`src/rtl/pts_pkg.sv`:
```
// pts_pkg: shared types and constants for the periodic task scheduler.
// No dependencies.
`default_nettype none
package pts_pkg;
	localparam int TASK_SLOTS = 16;
	localparam int SLOT_W = $clog2(TASK_SLOTS);
	localparam int CNT_W = $clog2(TASK_SLOTS + 1);

	localparam logic [1:0] OP_ADD = 2'd0;
	localparam logic [1:0] OP_LOOKUP = 2'd1;
	localparam logic [1:0] OP_RESCHED = 2'd2;
	localparam logic [1:0] OP_TICK = 2'd3;

	localparam logic [2:0] KIND_PLACED = 3'd0;
	localparam logic [2:0] KIND_FULL = 3'd1;
	localparam logic [2:0] KIND_FOUND = 3'd2;
	localparam logic [2:0] KIND_MISSING = 3'd3;
	localparam logic [2:0] KIND_RESCHED = 3'd4;
	localparam logic [2:0] KIND_IGNORED = 3'd5;
	localparam logic [2:0] KIND_DUE = 3'd6;
	localparam logic [2:0] KIND_SLEEP = 3'd7;

	typedef struct packed {
		logic [15:0] tag;
		logic [31:0] period;
		logic [31:0] last_run;
	} pts_entry_t;

	// per-cell command, same for all cells in a cycle
	typedef struct packed {
		logic        ins;      // insert shift
		logic        resched;  // write last_run of addressed cell
		logic        touch;    // tick: mark this cycle's scanned cell as run
		logic [SLOT_W-1:0] sel;
		logic [31:0] rate;
		logic [31:0] value;    // new last_run for insert / resched / tick
		logic [15:0] tag;
	} pts_cmd_t;
endpackage
`default_nettype wire

```
`src/rtl/pts_cell.sv`:
```
// pts_cell: one table slot; shifts up on insert when its period exceeds the rate.
// Depends on pts_pkg.
`default_nettype none
module pts_cell (
	input  wire logic              clk,
	input  wire logic [pts_pkg::SLOT_W-1:0] idx,
	input  wire logic              occ,      // slot currently occupied
	input  wire logic              prev_shift,
	input  wire pts_pkg::pts_entry_t prev_entry,
	input  wire pts_pkg::pts_cmd_t cmd,
	output pts_pkg::pts_entry_t    entry,
	output logic                   shift     // this cell moves up on insert
);
	import pts_pkg::*;
	pts_entry_t entry_q;
	logic place;

	assign entry = entry_q;
	assign shift = occ && (entry_q.period > cmd.rate);
	// new entry lands in first free or first shifting slot
	assign place = (shift || !occ) && !prev_shift;

	always_ff @(posedge clk) begin
		if (cmd.ins) begin
			if (prev_shift && (shift || !occ))
				entry_q <= prev_entry;
			else if (place) begin
				entry_q.tag <= cmd.tag;
				entry_q.period <= cmd.rate;
				entry_q.last_run <= cmd.value;
			end
		end else if ((cmd.resched || cmd.touch) && cmd.sel == idx) begin
			entry_q.last_run <= cmd.value;
		end
	end
endmodule
`default_nettype wire

```
`src/rtl/periodic_task_scheduler.sv`:
```
// periodic_task_scheduler: top level, sequencer over a row of pts_cell slots.
// Depends on pts_pkg and pts_cell.
//
//  channel  | handshake        | payload
//  ---------+------------------+---------------------------------------------
//  in       | in_valid/in_stall| operation task_tag rate run_now slot_number
//           |                  | when_ms now_ms
//  out      | out_valid/out_st.| kind slot sleep_time final_item
//  cfg      | cfg_we           | cfg_wdata (sleep_slack)
//
// Add, lookup, reschedule: result valid the cycle after the beat is taken; with
// no output stall the next input can be taken on the following edge.
// Tick: two passes over the slots, one slot per cycle each (due pass, then
// sleep pass); a due slot is held while the output is full and stalled, and
// each pass ends in a turn-around step.
// A single output register holds each beat; the sequencer waits while it is full
// and stalled. A new input is taken only when the sequencer is idle.
// Reset clears entry count, slack (to 1) and control; slot contents are
// undefined until written.
`default_nettype none
module periodic_task_scheduler (
	input  wire logic        clk,
	input  wire logic        arst_n,
	input  wire logic        in_valid,
	output logic             in_stall,
	input  wire logic [1:0]  operation,
	input  wire logic [15:0] task_tag,
	input  wire logic [31:0] rate,
	input  wire logic        run_now,
	input  wire logic [7:0]  slot_number,
	input  wire logic [31:0] when_ms,
	input  wire logic [31:0] now_ms,
	output logic             out_valid,
	input  wire logic        out_stall,
	output logic [2:0]       kind,
	output logic [3:0]       slot,
	output logic [31:0]      sleep_time,
	output logic             final_item,
	input  wire logic        cfg_we,
	input  wire logic [9:0]  cfg_wdata
);
	import pts_pkg::*;

	localparam logic [1:0] ST_IDLE = 2'd0;
	localparam logic [1:0] ST_DUE = 2'd1;
	localparam logic [1:0] ST_SLP = 2'd2;

	logic [1:0] state_q;
	logic [CNT_W-1:0] count_q;
	logic [CNT_W-1:0] scan_q;
	logic [9:0] slack_q;
	logic [31:0] now_q;
	logic [31:0] sleep_q;

	pts_entry_t ent [TASK_SLOTS];
	logic shf [TASK_SLOTS];
	pts_cmd_t cmd;

	logic out_free, accept, emit;
	logic [2:0] e_kind;
	logic [SLOT_W-1:0] e_slot;
	logic [31:0] e_sleep;
	logic e_fin;

	// lookup: highest occupied match
	logic hit;
	logic [SLOT_W-1:0] hit_idx;
	pts_entry_t cur;
	logic [31:0] d, to;
	logic due;

	genvar g;
	generate
		for (g = 0; g < TASK_SLOTS; g++) begin : g_cell
			pts_cell u_cell (
				.clk(clk),
				.idx(SLOT_W'(g)),
				.occ(CNT_W'(g) < count_q),
				.prev_shift(g == 0 ? 1'b0 : shf[(g == 0) ? 0 : g-1]),
				.prev_entry(ent[(g == 0) ? 0 : g-1]),
				.cmd(cmd),
				.entry(ent[g]),
				.shift(shf[g])
			);
		end
	endgenerate

	assign out_free = !out_valid || !out_stall;
	assign in_stall = (state_q != ST_IDLE) || !out_free;
	assign accept = in_valid && !in_stall;

	always_comb begin
		hit = 1'b0;
		hit_idx = '0;
		for (int i = 0; i < TASK_SLOTS; i++)
			if (CNT_W'(i) < count_q && ent[i].tag == task_tag) begin
				hit = 1'b1;
				hit_idx = SLOT_W'(i);
			end
	end

	assign cur = ent[scan_q[SLOT_W-1:0]];
	assign d = now_q - cur.last_run;
	assign due = d >= cur.period;
	assign to = (d < cur.period) ? (cur.period - d) : cur.period;

	always_comb begin
		cmd = '0;
		cmd.rate = rate;
		cmd.tag = task_tag;
		emit = 1'b0;
		e_kind = KIND_SLEEP;
		e_slot = '0;
		e_sleep = '0;
		e_fin = 1'b1;
		case (state_q)
			ST_IDLE: begin
				if (accept) begin
					emit = (operation != OP_TICK);
					case (operation)
						OP_ADD: begin
							if (count_q >= CNT_W'(TASK_SLOTS)) e_kind = KIND_FULL;
							else begin
								cmd.ins = 1'b1;
								cmd.value = run_now ? (32'd0 - rate) : 32'd0;
								e_kind = KIND_PLACED;
								e_slot = SLOT_W'(count_q);
								for (int i = TASK_SLOTS - 1; i >= 0; i--)
									if (shf[i]) e_slot = SLOT_W'(i);
							end
						end
						OP_LOOKUP: begin
							e_kind = hit ? KIND_FOUND : KIND_MISSING;
							e_slot = hit ? hit_idx : '0;
						end
						OP_RESCHED: begin
							if ({1'b0, slot_number} >= 9'(TASK_SLOTS) ||
							    {1'b0, slot_number} >= 9'(count_q))
								e_kind = KIND_IGNORED;
							else begin
								e_kind = KIND_RESCHED;
								cmd.resched = 1'b1;
								cmd.sel = slot_number[SLOT_W-1:0];
								cmd.value = ((when_ms < ent[cmd.sel].period) ?
									ent[cmd.sel].period : when_ms) - ent[cmd.sel].period;
							end
						end
						default: ;
					endcase
				end
			end
			ST_DUE: begin
				// only occupied slots are tested
				if (out_free && due && scan_q < count_q) begin
					emit = 1'b1;
					e_kind = KIND_DUE;
					e_slot = scan_q[SLOT_W-1:0];
					e_fin = 1'b0;
					cmd.touch = 1'b1;
					cmd.sel = scan_q[SLOT_W-1:0];
					cmd.value = now_q;
				end
			end
			ST_SLP: begin
				if (out_free && scan_q >= count_q) begin
					emit = 1'b1;
					e_sleep = sleep_q;
				end
			end
			default: ;
		endcase
	end

	always_ff @(posedge clk or negedge arst_n) begin
		if (!arst_n) begin
			state_q <= ST_IDLE;
			count_q <= '0;
			scan_q <= '0;
			slack_q <= 10'd1;
			out_valid <= 1'b0;
		end else begin
			if (cfg_we) slack_q <= cfg_wdata;
			if (out_free) out_valid <= emit;
			if (cmd.ins) count_q <= count_q + 1'b1;
			case (state_q)
				ST_IDLE: begin
					if (accept && operation == OP_TICK) begin
						state_q <= ST_DUE;
						scan_q <= '0;
					end
				end
				ST_DUE: begin
					if (scan_q >= count_q) begin
						state_q <= ST_SLP;
						scan_q <= '0;
					end else if (out_free || !due) begin
						scan_q <= scan_q + 1'b1;
					end
				end
				ST_SLP: begin
					if (scan_q >= count_q) begin
						if (out_free) state_q <= ST_IDLE;
					end else
						scan_q <= scan_q + 1'b1;
				end
				default: state_q <= ST_IDLE;
			endcase
		end
	end

	// payload registers
	always_ff @(posedge clk) begin
		if (accept && operation == OP_TICK) begin
			now_q <= now_ms;
			sleep_q <= 32'hFFFF_FFFF;
		end else if (state_q == ST_SLP && scan_q < count_q) begin
			if (to < (sleep_q - 32'(slack_q))) sleep_q <= to;
		end
		if (out_free && emit) begin
			kind <= e_kind;
			slot <= 4'(e_slot);
			sleep_time <= e_sleep;
			final_item <= e_fin;
		end
	end
endmodule
`default_nettype wire

```
`config.mk`:
```
export PLATFORM = sky130hd
export DESIGN_NAME = periodic_task_scheduler
export DESIGN_NICKNAME = d
export VERILOG_FILES = /design/src/rtl/pts_pkg.sv /design/src/rtl/pts_cell.sv /design/src/rtl/periodic_task_scheduler.sv
export SDC_FILE = /design/constraint.sdc
export NUM_CORES = 2
export LEC_CHECK = 0
export BUFFER_PORTS_ARGS = -buffer_cell sky130_fd_sc_hd__buf_2
export CAP_MARGIN = 10
export CELL_PAD_IN_SITES_DETAIL_PLACEMENT = 0
export CELL_PAD_IN_SITES_GLOBAL_PLACEMENT = 1
export CORE_ASPECT_RATIO = 0.7
export CORE_MARGIN = 2
export CORE_UTILIZATION = 30
export CTS_BUF_LIST = sky130_fd_sc_hd__clkbuf_4 sky130_fd_sc_hd__clkbuf_8
export CTS_CLUSTER_DIAMETER = 100
export DETAILED_ROUTE_END_ITERATION = 16
export GPL_TIMING_DRIVEN = 1
export PLACE_DENSITY = 0.58
export RECOVER_POWER = 50
export SYNTH_ARGS = -nofsm -noshare
export SYNTH_HDL_FRONTEND = slang
export SYNTH_SLANG_ARGS = --single-unit
```
`constraint.sdc`:
```
create_clock -name clk -period 27.1 [get_ports clk]
set_input_delay 4.065 -clock clk [delete_from_list [all_inputs] [get_ports clk]]
set_output_delay 4.065 -clock clk [all_outputs]
set_load 0.01 [all_outputs]
```
After elaboration in Yosys (flattened, before gate mapping)
Index checks and enable logic that the tools add are counted.
Widths: inputs -> output; s select.
{ "totals": {"elab_cells": 549, "in_bits": 138, "ff_bits": 1407, "output_inout_bits": 42} }
{ "classes": {"bitwise_logic": 2, "magnitude_cmp": 43, "n_addsub": 7, "reduce_logical": 214, "n_eq_ne": 59, "mux": 165} }
{ "ops": {"columns": ["op", "count"], "rows": [
  ["$mux 80", 30],
  ["$mux 32", 40],
  ["$bmux 80 s4", 2],
  ["$gt 32x32->1", 16],
  ["$eq 16x16->1", 16],
  ["$mux 64", 4],
  ["$mux 4", 37],
  ["$pmux 32 s2", 2],
  ["$lt 32x32->1", 3],
  ["$sub 32x32->32", 3],
  ["$logic_and 1x1->1", 85],
  ["$reduce_and 2->1", 34],
  ["$reduce_bool 2->1", 32],
  ["$ne 3x1->1 const B", 15],
  ["$lt 4x5->1 const A", 8],
  ["$logic_not 1->1", 36],
  ["$eq 4x4->1 const B", 8],
  ["$ge 32x32->1", 1],
  ["$sub 1x32->32 const A", 1],
  ["$sub 32x10->32", 1],
  ["$mux 1", 30],
  ["$mux 5", 5],
  ["$pmux 4 s2", 3],
  ["$logic_or 1x1->1", 21],
  ["29 further kinds", 57]
]} }

Depth between registers and ports, before layout
{ "logic_depth": {"ltp_word": 22, "ltp_mapped": 44, "depth_no_buf": 35} }

Hierarchy
From an unflattened synthesis, not the netlist that was laid out.
{ "hier_totals": {"cells_unflattened": 11237, "area_unflattened_um2": 114710.0} }
{ "by_module_without_submodules": {"columns": ["mod", "seq_area_each_um2", "cells_each", "area_per_inst_um2", "instances"], "rows": [
  ["pts_cell", 2402.3, 534, 5390.2, 16],
  ["periodic_task_scheduler", 3379.5, 2693, 28467.3, 1]
]} }

Worst setup path before layout
Ideal clock, no wire load.
{ "synth_path": {"path_kind": "in2reg", "startpoint": "in slot_number[1]", "endpoint": "reg g_cell[15].u_cell.entry_q (netlist bit g_cell[15].u_cell.entry[30]), data pin", "n_path_buf": 5, "stages": 28, "slack_ps": 15722, "setup_ps": 260, "arrival_time_ps": 11118, "required_time_ps": 26840, "path_cell_list": "buf_2 > buf_1 > buf_1 > mux4_2 > mux4_2 > inv_1 > ha_1 > a21o_1 > a21o_1 > a21oi_1 > nand4_1 > o211ai_1 > a31oi_1 > a211oi_2 > clkbuf_1 > mux2_2 > ha_1 > a211oi_1 > o211ai_1 > a311oi_1 > a31oi_1 > o41ai_2 > o31ai_1 > a21o_1 > a311oi_1 > o21ai_1 > buf_2 > mux2_2"} }
{ "synth_lines": {"columns": ["element", "line", "text"], "rows": [
  ["start: declaration", "periodic_task_scheduler.sv:30", "input wire logic [7:0] slot_number,"],
  ["end signal: assignment", "pts_cell.sv:26", "entry_q <= prev_entry;"],
  ["end: declaration", "pts_cell.sv:15", "pts_entry_t entry_q;"]
]} }

Worst setup path after layout
{ "layout_path": {"startpoint": "reg scan_q[3]", "endpoint": "reg sleep_q[5]"} }
{ "layout_between": {"elab_chain_len": 9, "elab_cells_between_ends": 12, "cone_classes": "2 x add/sub; 3 x order compare; 4 x mux; 1 x bitwise; 2 x reduce/logical"} }
{ "layout_rtl": {"columns": ["element", "line", "text"], "rows": [
  ["start: declaration", "periodic_task_scheduler.sv:50", "logic [CNT_W-1:0] scan_q;"],
  ["start signal: assignment", "periodic_task_scheduler.sv:197", "scan_q <= scan_q + 1'b1;"],
  ["start signal: assignment", "periodic_task_scheduler.sv:204", "scan_q <= scan_q + 1'b1;"],
  ["$not 4->5 (implied by the code) (*)", "periodic_task_scheduler.sv:102", "assign cur = ent[scan_q[SLOT_W-1:0]];"],
  ["$bmux 80 s4 (*)", "periodic_task_scheduler.sv:102", null],
  ["$mux 64 (implied by the code) (*) (2 in series)", "periodic_task_scheduler.sv:102", null],
  ["$sub 32x32->32", "periodic_task_scheduler.sv:103", "assign d = now_q - cur.last_run;"],
  ["$sub 32x32->32 or $lt 32x32->1 (tied branches)", "periodic_task_scheduler.sv:105", "assign to = (d < cur.period) ? (cur.period - d) : cur.period;"],
  ["$mux 32 (*)", "periodic_task_scheduler.sv:105", null],
  ["net to[12]", "periodic_task_scheduler.sv:69", "logic [31:0] d, to;"],
  ["$lt 32x32->1 (*)", "periodic_task_scheduler.sv:217", "if (to < (sleep_q - 32'(slack_q))) sleep_q <= to;"],
  ["$reduce_and 2->1 (no line) (*)", null, null],
  ["end signal: assignment", "periodic_task_scheduler.sv:217", null],
  ["end: declaration", "periodic_task_scheduler.sv:53", "logic [31:0] sleep_q;"]
]} }
The timed path passes the listed nets; every way through them passes the cells marked *. The select of a mux whose other input is x is not followed.
A chain may end at the register's enable or synchronous reset.

==> metrics.txt <==
status=finished with violations; failing checks=capacitance limit, slew limit; asr flop ratio synth=1.63%; Gate power share=36.2%; total power=7260 µW; reg-to-reg critical path endpoint=sleep_q[5]; # setup viols final=0; Fill cells=30,364; critical path launch point type=register; Max Slew Vio Count=2,371; Layout Nets=8,358; Rows=170; top post-synthesis cells by count=edfxtp_1, mux2_2, ha_1; Fin Clk Skew=0.125 ns; max_cap viols=75; critical path class=register to register; reg2reg start=scan_q[3]; Die H=470 µm; drt total wl=390 mm; Post-Layout Cell Count=11,846; Vias=68,884; area of the mapped netlist=92,900 µm²; layout cells sized above 1=26.6%; htree depth=4; Setup WS pre-CTS=12.61 ns; P_leak=0.0363 µW; gr usage total=24.1%; largest net degree at the start of global routing=83; FF+latch count, synth=1,407; TritonCTS Buffers=246; Hold Crit Class=register to register; area leader, netlist=edfxtp_1; r2r setup slk=13.00 ns; sequential share of the synthesized area=45.0%; hpwl dp=278 mm; synth warn=0; total I/O pin count=180; syn avg cell area=12.6 µm²; CTS Sinks=1,407; most common cell in the netlist=edfxtp_1; PnR worst setup slack=13.00 ns; period utilisation layout=52.0%; drt pass-1 iters=7; routability cong.=0.959; Final Critical Period=14.10 ns; slowest cell delay on critical path=2.23 ns; Core Area=307,000 µm²; crit-path max FO=38; DRC=0; FMAX=70.9 MHz; share of power burned in the clock network=28.3%; Antenna Violating Nets Remaining=0; syn_nets=8,203; Post-CTS Setup Bufs=0; R2R cell count=34; Hold Worst Slack=0.491 ns; crit path capture type=register; WP depth=34; area share of the largest cell type after synthesis=43.7%; Longest Clk Path Bufs=4; unique cell type count in the Yosys netlist=105; CTS tree=done; WL/cell=32.9 µm; cts hold-fix bufs=0; P_int=4550 µW; slew of the pin with the lowest slew margin=5.46 ns; Reg clk slew, reported paths=0.07 ns; Synth area leaders=edfxtp_1, mux4_2, mux2_2; Post-synth EDFFs=1,352; Worst EP arrival=14.89 ns; Critical Path RT=27.89 ns; Reg power frac=35.4%; Port-buffer cells=179; Layout area overhead=11.3%; RSZ-0062 raised after global routing=no; post-cts sizing count=0; Pwr Density=70.2 nW/µm²; Inst Count DP=11,395; Post-Synthesis Cells=7,366; final hold violations=0; Worst-Skew Late Latency=1.12 ns; most frequent CP cell=o21ai_0; Net Sw Frac=37.4%; die width=669 µm; initial antenna violation count=42; number of global-route vias before repair=65,156; Worst setup startpoint=scan_q[3]; Via density=5.81; clock root buffer=clkbuf_8; switching power total=2710 µW; 1st-iter DRT viols=9,607; total grt overflow=0; Synth Flop Type=edfxtp_1; global-route wire length before repair=536 mm; crit path to=sleep_q[5]; DIE AREA=314,000 µm²; Initial Util=30.2%; Buffers & Inverters on Critical Path=4; slew margin rel.=-264%; Setup TNS Final=0 ns; worst vdd ir=0.0000731 V; Crit-path slowest cell=clkbuf_1; largest delay contributor family on the critical path=compound AO/OA/AOI/OAI gates
state kept, by name (all words and copies together), names as in the netlist:
| name | count |
|---|---|
| state_q | 2 |
| sleep_q | 32 |
| sleep_time | 32 |
| scan_q | 5 |
| final_item | 1 |
| slot | 4 |
| g_cell.u_cell.entry | 1280 |
| out_valid | 1 |
| count_q | 5 |
| slack_q | 10 |
| now_q | 32 |
| kind | 3 |
tightest hold or removal path, cell delays in order, from the launching register on:
cell and delay, ns:
dfxtp_1 0.32, nand2_1 0.06, nand3_1 0.06
cells in the final DEF, fill, tap and decap left out, types with 180 or more instances in the layout:
master	instances
edfxtp_1	1352
mux2_2	840
ha_1	695
nand2_1	628
o21ai_0	545
mux4_2	478
clkbuf_8	261
a21oi_1	246
xor2_1	205
nor2_1	201
inv_1	195
xnor2_1	180
layout make-up:
cell class                 instances  area [µm²]  share of cell area, %
antenna                           15        37.5                 0.0363
clock buffer                     328        4070                   3.94
clock inverter                   102         707                  0.683
inverter                         198         744                  0.720
multi-input combinational       5293       48800                   47.2
sequential                      1407       41800                   40.4
tap                             4128        5160                   4.99
timing repair buffer             375        2100                   2.03
worst min path at each step:
stage / from / to / slack (ns) / cells after the start
final: sleep_q[8] / sleep_q[8] / 0.49 / 2
after detailed placement: sleep_q[8] / sleep_q[8] / 0.48 / 2
after global placement: sleep_q[8] / sleep_q[8] / 0.48 / 2
after floorplan: sleep_q[2] / sleep_q[2] / 0.46 / 2
after global routing: sleep_q[9] / sleep_q[9] / 0.52 / 2
after CTS: sleep_q[8] / sleep_q[8] / 0.49 / 2
power by group through the flow:
| stage | Combinational, µW | Sequential, µW | Clock, µW |
|---|---|---|---|
| after floorplan | 1630 | 2600 | 0 |
| after global placement | 2510 | 2620 | 0 |
| after detailed placement | 2540 | 2620 | 0 |
| after CTS | 2550 | 2570 | 2090 |
| after global routing | 2820 | 2580 | 2180 |
| final | 2630 | 2570 | 2060 |
metrics by stage:
stage / instance area (µm²) / util (%)
after floorplan: 92900 / -
after global placement: 99100 / 32.2
after detailed placement: 99100 / 32.2
after CTS: 104000 / 33.8
after global routing: 103000 / 33.6
final: 103000 / 33.7
kinds of logic (layout without fill, tap and decap cells):
group,after synthesis,after routing,share of synthesized area (%)
and+or+nand+nor,1540,1540,8.00
other,0,15,0
buffers and inverters,666,1003,2.88
muxes,1365,1365,22.5
AOI/OAI and AO/OA,1304,1304,8.53
xor gates and xnor gates,385,385,3.63
adders and majority gates,699,699,9.45
DFF,1407,1407,45.0
metal layers:
| metal | routed length, µm | part of all wire (%) | vias up | global-route usage, % |
|---|---|---|---|---|
| met5 | 58 | 0.015 | - | 0 |
| met4 | 10500 | 2.7 | 8 | 6.23 |
| met3 | 48100 | 12 | 541 | 7.68 |
| met2 | 150000 | 39 | 3954 | 31.4 |
| met1 | 181000 | 46 | 35279 | 37.5 |
| li1 | - | - | 29102 | - |
Power figures use the tool's default switching activity.
